<file path="src/rtl/assert_macros.svh">
// Assertion macros shared by the ring buffer deque RTL.
// Included by modules that carry concurrent checks; no other dependencies.
`ifndef ASSERT_MACROS_SVH
`define ASSERT_MACROS_SVH

`ifndef SYNTHESIS

// Checks that prop holds at every rising edge of clk outside reset.
`define RDQ_ASSERT(label, clk, rst, prop) \
  label: assert property (@(posedge clk) disable iff (rst) (prop)) \
    else $error("rdq assertion failed");

// Checks that cons holds at the edge after ante was seen, outside reset.
`define RDQ_ASSERT_NEXT(label, clk, rst, ante, cons) \
  label: assert property (@(posedge clk) disable iff (rst) (ante) |=> (cons)) \
    else $error("rdq assertion failed");

`else

`define RDQ_ASSERT(label, clk, rst, prop)
`define RDQ_ASSERT_NEXT(label, clk, rst, ante, cons)

`endif

`endif

</file>
<file path="src/rtl/rdq_pkg.sv">
// Types and constants for the ring buffer deque.
// No dependencies; used by every module of the block.
`timescale 1ns / 1ps

package rdq_pkg;

  localparam int CAPACITY     = 16;
  localparam int ELEMENT_BITS = 32;

  localparam int IDX_W    = $clog2(CAPACITY);
  localparam int CNT_W    = $clog2(CAPACITY + 1);
  localparam int DATA_W   = 32;
  localparam int REQ_W    = 3;
  localparam int STATUS_W = 2;

  typedef enum logic [REQ_W-1:0] {
    REQ_PUSH_FRONT = 3'd0,
    REQ_PUSH_BACK  = 3'd1,
    REQ_POP_FRONT  = 3'd2,
    REQ_POP_BACK   = 3'd3,
    REQ_PEEK_FRONT = 3'd4,
    REQ_PEEK_BACK  = 3'd5
  } req_t;

  typedef enum logic [STATUS_W-1:0] {
    ST_OK    = 2'd0,
    ST_FULL  = 2'd1,
    ST_EMPTY = 2'd2
  } status_t;

  // Broadcast to every cell of the row.
  typedef struct packed {
    logic shift_right;  // push at the front: every element moves one cell up
    logic shift_left;   // pop at the front: every element moves one cell down
    logic write_back;   // push at the back: the selected cell loads the value
  } cell_ctrl_t;

  typedef struct packed {
    logic              is_full;
    logic              is_empty;
    status_t           status;
    logic [DATA_W-1:0] read_value;
  } result_t;

endpackage

</file>
<file path="src/rtl/rdq_cell.sv">
// One storage cell of the deque row; holds a single element.
// Depends on rdq_pkg for the element width and the control struct.
`timescale 1ns / 1ps

module rdq_cell (
  input  logic                             clk,
  input  rdq_pkg::cell_ctrl_t              ctrl,
  input  logic                             sel,
  input  logic [rdq_pkg::ELEMENT_BITS-1:0] push_data,
  input  logic [rdq_pkg::ELEMENT_BITS-1:0] left_data,
  input  logic [rdq_pkg::ELEMENT_BITS-1:0] right_data,
  output logic [rdq_pkg::ELEMENT_BITS-1:0] data
);

  logic [rdq_pkg::ELEMENT_BITS-1:0] data_next;

  always_comb begin
    data_next = data;
    if (ctrl.shift_right) begin
      data_next = left_data;
    end else if (ctrl.shift_left) begin
      data_next = right_data;
    end else if (ctrl.write_back && sel) begin
      data_next = push_data;
    end
  end

  always_ff @(posedge clk) begin
    data <= data_next;
  end

endmodule

</file>
<file path="src/rtl/rdq_out_reg.sv">
// Result register between the deque row and the output stream.
// Depends on rdq_pkg for the result struct.
`timescale 1ns / 1ps

module rdq_out_reg (
  input  logic             clk,
  input  logic             rst,
  input  logic             load,
  input  rdq_pkg::result_t load_data,
  output logic             load_ready,
  output logic             valid,
  input  logic             ready,
  output rdq_pkg::result_t data
);

  // A new word may enter when the register is empty or is being emptied now.
  assign load_ready = !valid || ready;

  always_ff @(posedge clk) begin
    if (rst) begin
      valid <= 1'b0;
    end else if (load) begin
      valid <= 1'b1;
    end else if (ready) begin
      valid <= 1'b0;
    end
  end

  always_ff @(posedge clk) begin
    if (load) begin
      data <= load_data;
    end
  end

endmodule

</file>
<file path="src/rtl/ring_buffer_deque_core.sv">
// Double-ended queue: a row of storage cells plus fill counter and result register.
// Depends on rdq_pkg, rdq_cell, rdq_out_reg and assert_macros.svh.
//
// Usage:
//   Requests arrive on the s_axis channel: tuser carries the request kind
//   (push front, push back, pop front, pop back, peek front, peek back) and
//   tdata the element to push. Every accepted word gives exactly one result
//   word on the m_axis channel with the element read, a status code and the
//   empty and full flags as they stand after the request.
//   The front element always sits in cell 0; the elements fill the row
//   upward, so the back element sits in the cell below the fill count.
//   A front push or pop moves the whole row by one cell at once; a back
//   push writes one cell, a back pop or peek reads one cell.
//   The result is registered and is valid in the cycle after acceptance.
//   One request is taken per cycle while the receiver takes results; the row
//   update and the count update both complete in the cycle of acceptance.
//   When the receiver stalls, the single result register holds its word and
//   s_axis_tready drops until that word is taken.
//   Reset empties the deque and the result register; the cells need no clear.
`timescale 1ns / 1ps
`include "assert_macros.svh"

module ring_buffer_deque_core (
  input  logic        clk,
  input  logic        rst,
  input  logic        s_axis_tvalid,
  output logic        s_axis_tready,
  input  logic [31:0] s_axis_tdata,  // [31:0] push_value
  input  logic [2:0]  s_axis_tuser,  // [2:0] req_type
  output logic        m_axis_tvalid,
  input  logic        m_axis_tready,
  output logic [39:0] m_axis_tdata   // [31:0] read_value, [33:32] status,
                                     // [34] is_empty, [35] is_full, rest zero
);

  localparam int CAP  = rdq_pkg::CAPACITY;
  localparam int EB   = rdq_pkg::ELEMENT_BITS;
  localparam int CW   = rdq_pkg::CNT_W;
  localparam int IW   = rdq_pkg::IDX_W;
  localparam int DW   = rdq_pkg::DATA_W;

  logic [CW-1:0]      count;
  logic [CW-1:0]      count_next;
  logic [CW-1:0]      back_sum;
  logic [IW-1:0]      back_idx;
  logic               in_fire;
  logic               is_empty;
  logic               is_full;
  logic [EB-1:0]      push_data;
  logic [EB-1:0]      cells [CAP];
  logic [EB-1:0]      read_elem;
  rdq_pkg::cell_ctrl_t ctrl;
  rdq_pkg::result_t   result;
  rdq_pkg::result_t   out_data;
  rdq_pkg::req_t      req;

  assign in_fire   = s_axis_tvalid && s_axis_tready;
  assign is_empty  = (count == '0);
  assign is_full   = (count == CW'(CAP));
  assign push_data = EB'(s_axis_tdata);
  assign req       = rdq_pkg::req_t'(s_axis_tuser);
  assign back_sum  = count - CW'(1);
  assign back_idx  = back_sum[IW-1:0];

  // Decode the request into row control, count update and result word.
  always_comb begin
    ctrl              = '0;
    count_next        = count;
    read_elem         = '0;
    result.status     = rdq_pkg::ST_OK;
    case (req)
      rdq_pkg::REQ_PUSH_FRONT: begin
        if (is_full) begin
          result.status = rdq_pkg::ST_FULL;
        end else begin
          ctrl.shift_right = in_fire;
          count_next       = count + CW'(1);
        end
      end
      rdq_pkg::REQ_PUSH_BACK: begin
        if (is_full) begin
          result.status = rdq_pkg::ST_FULL;
        end else begin
          ctrl.write_back = in_fire;
          count_next      = count + CW'(1);
        end
      end
      rdq_pkg::REQ_POP_FRONT: begin
        if (is_empty) begin
          result.status = rdq_pkg::ST_EMPTY;
        end else begin
          read_elem       = cells[0];
          ctrl.shift_left = in_fire;
          count_next      = count - CW'(1);
        end
      end
      rdq_pkg::REQ_POP_BACK: begin
        if (is_empty) begin
          result.status = rdq_pkg::ST_EMPTY;
        end else begin
          read_elem  = cells[back_idx];
          count_next = count - CW'(1);
        end
      end
      rdq_pkg::REQ_PEEK_FRONT: begin
        if (is_empty) begin
          result.status = rdq_pkg::ST_EMPTY;
        end else begin
          read_elem = cells[0];
        end
      end
      rdq_pkg::REQ_PEEK_BACK: begin
        if (is_empty) begin
          result.status = rdq_pkg::ST_EMPTY;
        end else begin
          read_elem = cells[back_idx];
        end
      end
      default: begin
      end
    endcase
    result.read_value = DW'(read_elem);
    result.is_empty   = (count_next == '0);
    result.is_full    = (count_next == CW'(CAP));
  end

  always_ff @(posedge clk) begin
    if (rst) begin
      count <= '0;
    end else if (in_fire) begin
      count <= count_next;
    end
  end

  // The cell row: cell 0 takes the pushed word on a front push, and the top
  // cell takes zeros on a front pop since nothing lies above it.
  for (genvar i = 0; i < CAP; i++) begin : g_cell
    logic [EB-1:0] left_in;
    logic [EB-1:0] right_in;

    if (i == 0) begin : g_first
      assign left_in = push_data;
    end else begin : g_inner_l
      assign left_in = cells[i-1];
    end

    if (i == CAP - 1) begin : g_last
      assign right_in = '0;
    end else begin : g_inner_r
      assign right_in = cells[i+1];
    end

    rdq_cell u_cell (
      .clk        (clk),
      .ctrl       (ctrl),
      .sel        (count == CW'(i)),
      .push_data  (push_data),
      .left_data  (left_in),
      .right_data (right_in),
      .data       (cells[i])
    );
  end

  rdq_out_reg u_out_reg (
    .clk        (clk),
    .rst        (rst),
    .load       (in_fire),
    .load_data  (result),
    .load_ready (s_axis_tready),
    .valid      (m_axis_tvalid),
    .ready      (m_axis_tready),
    .data       (out_data)
  );

  assign m_axis_tdata = {4'b0000, out_data.is_full, out_data.is_empty,
                         out_data.status, out_data.read_value};

  `RDQ_ASSERT(a_count_range, clk, rst, count <= CW'(CAP))
  `RDQ_ASSERT_NEXT(a_result_follows, clk, rst, in_fire, m_axis_tvalid)
  `RDQ_ASSERT_NEXT(a_push_back_grows, clk, rst,
                   in_fire && req == rdq_pkg::REQ_PUSH_BACK && !is_full,
                   count == $past(count) + CW'(1))
  `RDQ_ASSERT_NEXT(a_empty_flag, clk, rst, in_fire,
                   out_data.is_empty == (count == '0))
  `RDQ_ASSERT_NEXT(a_refused_keeps_count, clk, rst,
                   in_fire && result.status != rdq_pkg::ST_OK,
                   count == $past(count))

endmodule

</file>
<file path="config.mk">
export PLATFORM = sky130hd
export DESIGN_NAME = ring_buffer_deque_core
export DESIGN_NICKNAME = d
export VERILOG_FILES = /design/src/rtl/rdq_pkg.sv /design/src/rtl/rdq_cell.sv /design/src/rtl/rdq_out_reg.sv /design/src/rtl/ring_buffer_deque_core.sv
export VERILOG_INCLUDE_DIRS = /design/src /design/src/rtl
export SDC_FILE = /design/constraint.sdc
export NUM_CORES = 1
export LEC_CHECK = 0
export BUFFER_PORTS_ARGS = -buffer_cell sky130_fd_sc_hd__buf_2
export CAP_MARGIN = 25
export CORE_ASPECT_RATIO = 1.75
export CORE_MARGIN = 2
export CORE_UTILIZATION = 50
export CTS_BUF_LIST = sky130_fd_sc_hd__clkbuf_4
export CTS_CLUSTER_DIAMETER = 80
export DETAILED_ROUTE_END_ITERATION = 8
export PLACE_DENSITY_LB_ADDON = 0.3
export RECOVER_POWER = 50
export REMOVE_ABC_BUFFERS = 1
export SYNTH_ARGS = -nofsm -noshare
export SYNTH_HDL_FRONTEND = slang
export SYNTH_SLANG_ARGS = --single-unit
export TNS_END_PERCENT = 5
</file>
<file path="constraint.sdc">
create_clock -name clk -period 5.3 [get_ports clk]
set_clock_uncertainty 0.2 [all_clocks]
set_input_delay 0.265 -clock clk [delete_from_list [all_inputs] [get_ports clk]]
set_output_delay 0.265 -clock clk [all_outputs]
set_load 0.005 [all_outputs]
</file>
==> flow_summary_export.csv <==
group,metric,value,unit
placement,dpl_cell_area,28800,um2
critical_path,worstPathArrival,5.05,ns
run_status,status,"complete, but fails checks",
timing,fin_tns_setup,0,ns
critical_path,worst-setup-path-type,"reg -> reg",
floorplanning,ioPinCount,81,
timing,grt_setup_unrepaired,"no",
synthesis,dominantRegCellSynth,"edfxtp_1",
hold_path,hold_path_class,"in -> reg",
synthesis,yosysWarnings,0,
placement,globalplace.congestion,0.822,
timing,finalHoldViolCount,0,
timing,tightest_slew,2.26,ns
timing,finalCriticalPeriod,4.55,ns
run,maxCapViolations,13,
grt,grt_start_max_net_pins,167,
cts,cts_root_buf,"clkbuf_4",
critical_path,end_kind,"flop",
cells_and_area,fillers,4405,
floorplanning,die_h,316,um
synthesis,synth_cell_type_count,54,
power,power_density,343,nW/um2
cells_and_area,drive_gt1_frac,0.263,
critical_path,cp.required,5.80,ns
critical_path,crit_chain,"nor2b_1 > nor3_4 > clkbuf_2 > and3_2 > buf_4 > a221o_1",
cells_and_area,fin_area,31000,um2
cts,ctsHtreeMaxLevel,4,
synthesis,ys_ff_latch,554,
cts,ctsResizeCount,0,
cts,clk_path_buf_depth,3,
power,irDropWorstVdd,0.000186,V
cts,numCtsBuffers,132,
synthesis,syn_inst,1738,
run_status,violations,"capacitance limit, slew limit",
timing,finalCritPeriodShare,0.859,
grt,grtUsageTotal,0.268,
floorplanning,die-area,57500,um2
critical_path,crit_fanout,86,
floorplanning,coreArea,55100,um2
synthesis,synth-edff-count,548,
floorplanning,row_count,114,
cells_and_area,finalNetCount,1905,
cells_and_area,final_common_cell,"edfxtp_1",
synthesis,syn_area,27800,um2
timing,setup_slack,0.746,ns
route,avgViaCountPerCell,7.39,
critical_path,path_delay_family,"simple AND/OR/NAND/NOR gates",
cts,path_clk_slew,0.07,ns
power,total_power,10.6,mW
grt,antenna_found_initial,3,
grt,grt_overflow,0,
cts,clock_latency,0.88,ns
cells_and_area,syn_to_final_growth,11.5,%
cells_and_area,regArea,16600,um2
route,drt_iter0_markers,2708,
route,drt_wl_total,77800,um
synthesis,ys_async_sr_fraction,0,
critical_path,critPathLaunchType,"flop",
route,num_vias,19600,
cells_and_area,post-route-util,0.562,
placement,io_buffers,76,
placement,hpwl,42900,um
critical_path,path_buf_inv,2,
critical_path,worst_path_max_delay_cell,"and3_2",
floorplanning,die_w,182,um
timing,fmax,0.220,GHz
power,leakage,10.6,nW
grt,grt_pass1_wl,117000,um
cts,cts.sinks,554,
route,wl_per_cell,29.3,um
synthesis,yosysSeqAreaShare,0.597,
timing,drv_slew,485,
cells_and_area,layout_common_cells,"edfxtp_1, a221o_1, clkbuf_4",
cts,tritoncts,"yes",
cells_and_area,multi_input_area,10200,um2
critical_path,cpPeakStageDelay,1.64,ns
grt,grt_pass1_vias,19600,
placement,place_ws,1.46,ns
route,postRouteAntennaNets,0,
route,drt_pass1_iterations,6,
synthesis,syn_area_per_cell,16.0,um2
floorplanning,start_util,0.504,
timing,setup_viol,0,
cts,post_cts_buffers,0,
route,drc,0,
timing,relSlewSlack,-0.524,
## repair_timing
action                                 CTS  global route
endpoints found under the hold margin  267             0
setup endpoints to repair                0             0
hold buffers                            49             0
## per-stage QoR
step	std cells	hold slack, ns
3_3_place_gp	2353	0.320
3_5_place_dp	2354	0.321
4_1_cts	2634	0.000470
6_report	2656	0.0621
2_1_floorplan	1531	0.134
5_1_grt	2656	0.0309
## synthesized netlist by cell type, drive strengths merged, types with 6 or more instances
master  instances  area share
edfxtp        548        0.59
a221o         448        0.16
mux4          128        0.10
buf           125       0.028
clkbuf         85       0.011
nand2          76       0.010
a21oi          39      0.0072
nor3           36      0.0067
mux2i          34       0.012
a211o          32       0.010
a21boi         32      0.0092
a21o           32      0.0087
mux2           32       0.013
o21ai          16      0.0029
nor2           10      0.0014
inv             7     0.00095
dfxtp           6      0.0043
ha              6      0.0027
## state kept, by name, summed over array words and instances, names as in the netlist
| signal | flops |
|---|---|
| u_out_reg.data | 36 |
| u_out_reg.valid | 1 |
| g_cell.u_cell.data | 512 |
| count | 5 |
## kinds of logic (layout without fill, tap and decap cells)
logic type | after synthesis | in the layout | share of synthesized area
xor+xnor | 6 | 6 | 0.00216
buf+inv | 217 | 433 | 0.0404
mux | 194 | 194 | 0.129
compound gates | 613 | 613 | 0.203
other cells | 1 | 7 | 0.000135
fa+ha+maj | 6 | 6 | 0.00270
flops | 554 | 554 | 0.597
simple gates | 147 | 147 | 0.0249
## worst paths after layout
check	depth (start not counted)	slack (ns)	startpoint	end
worst max register to register	6	0.75	u_out_reg.valid	g_cell[12].u_cell.data[2]
worst min-delay path	3	0.06	s_axis_tdata[6]	g_cell[0].u_cell.data[6]
worst min register to register	1	0.35	g_cell[14].u_cell.data[21]	g_cell[15].u_cell.data[21]
worst max-delay path	6	0.75	u_out_reg.valid	g_cell[12].u_cell.data[2]
## power by group
group | switching [mW] | total, mW | internal, mW
Clock | 1.82 | 3.66 | 1.84
Sequential | 0.140 | 5.22 | 5.08
Combinational | 0.973 | 1.72 | 0.752
Total | 2.93 | 10.6 | 7.68
## worst min-delay path: cells and delay by family
kind / cells / cell delay, ns
buf+inv: 2 / 0.63
mux: 1 / 0.13
## metal layers
metal | GRT usage | part of all wire | vias up
li1 | - | - | 8032
met3 | 0.0522 | 0.090 | 244
met2 | 0.438 | 0.49 | 1309
met1 | 0.344 | 0.37 | 10000
met4 | 0.134 | 0.046 | 0
met5 | 0 | 0 | -
## final cells by class
class                           count  area share
Tap cell                          696      0.0281
Clock buffer                      189      0.0458
Multi-Input combinational cell    970       0.331
Timing Repair Buffer              195      0.0492
Inverter                            7    0.000849
Clock inverter                     42     0.00929
Antenna cell                        3    0.000242
Sequential cell                   554       0.536
Note: power is estimated with default switching activity, not from simulation.
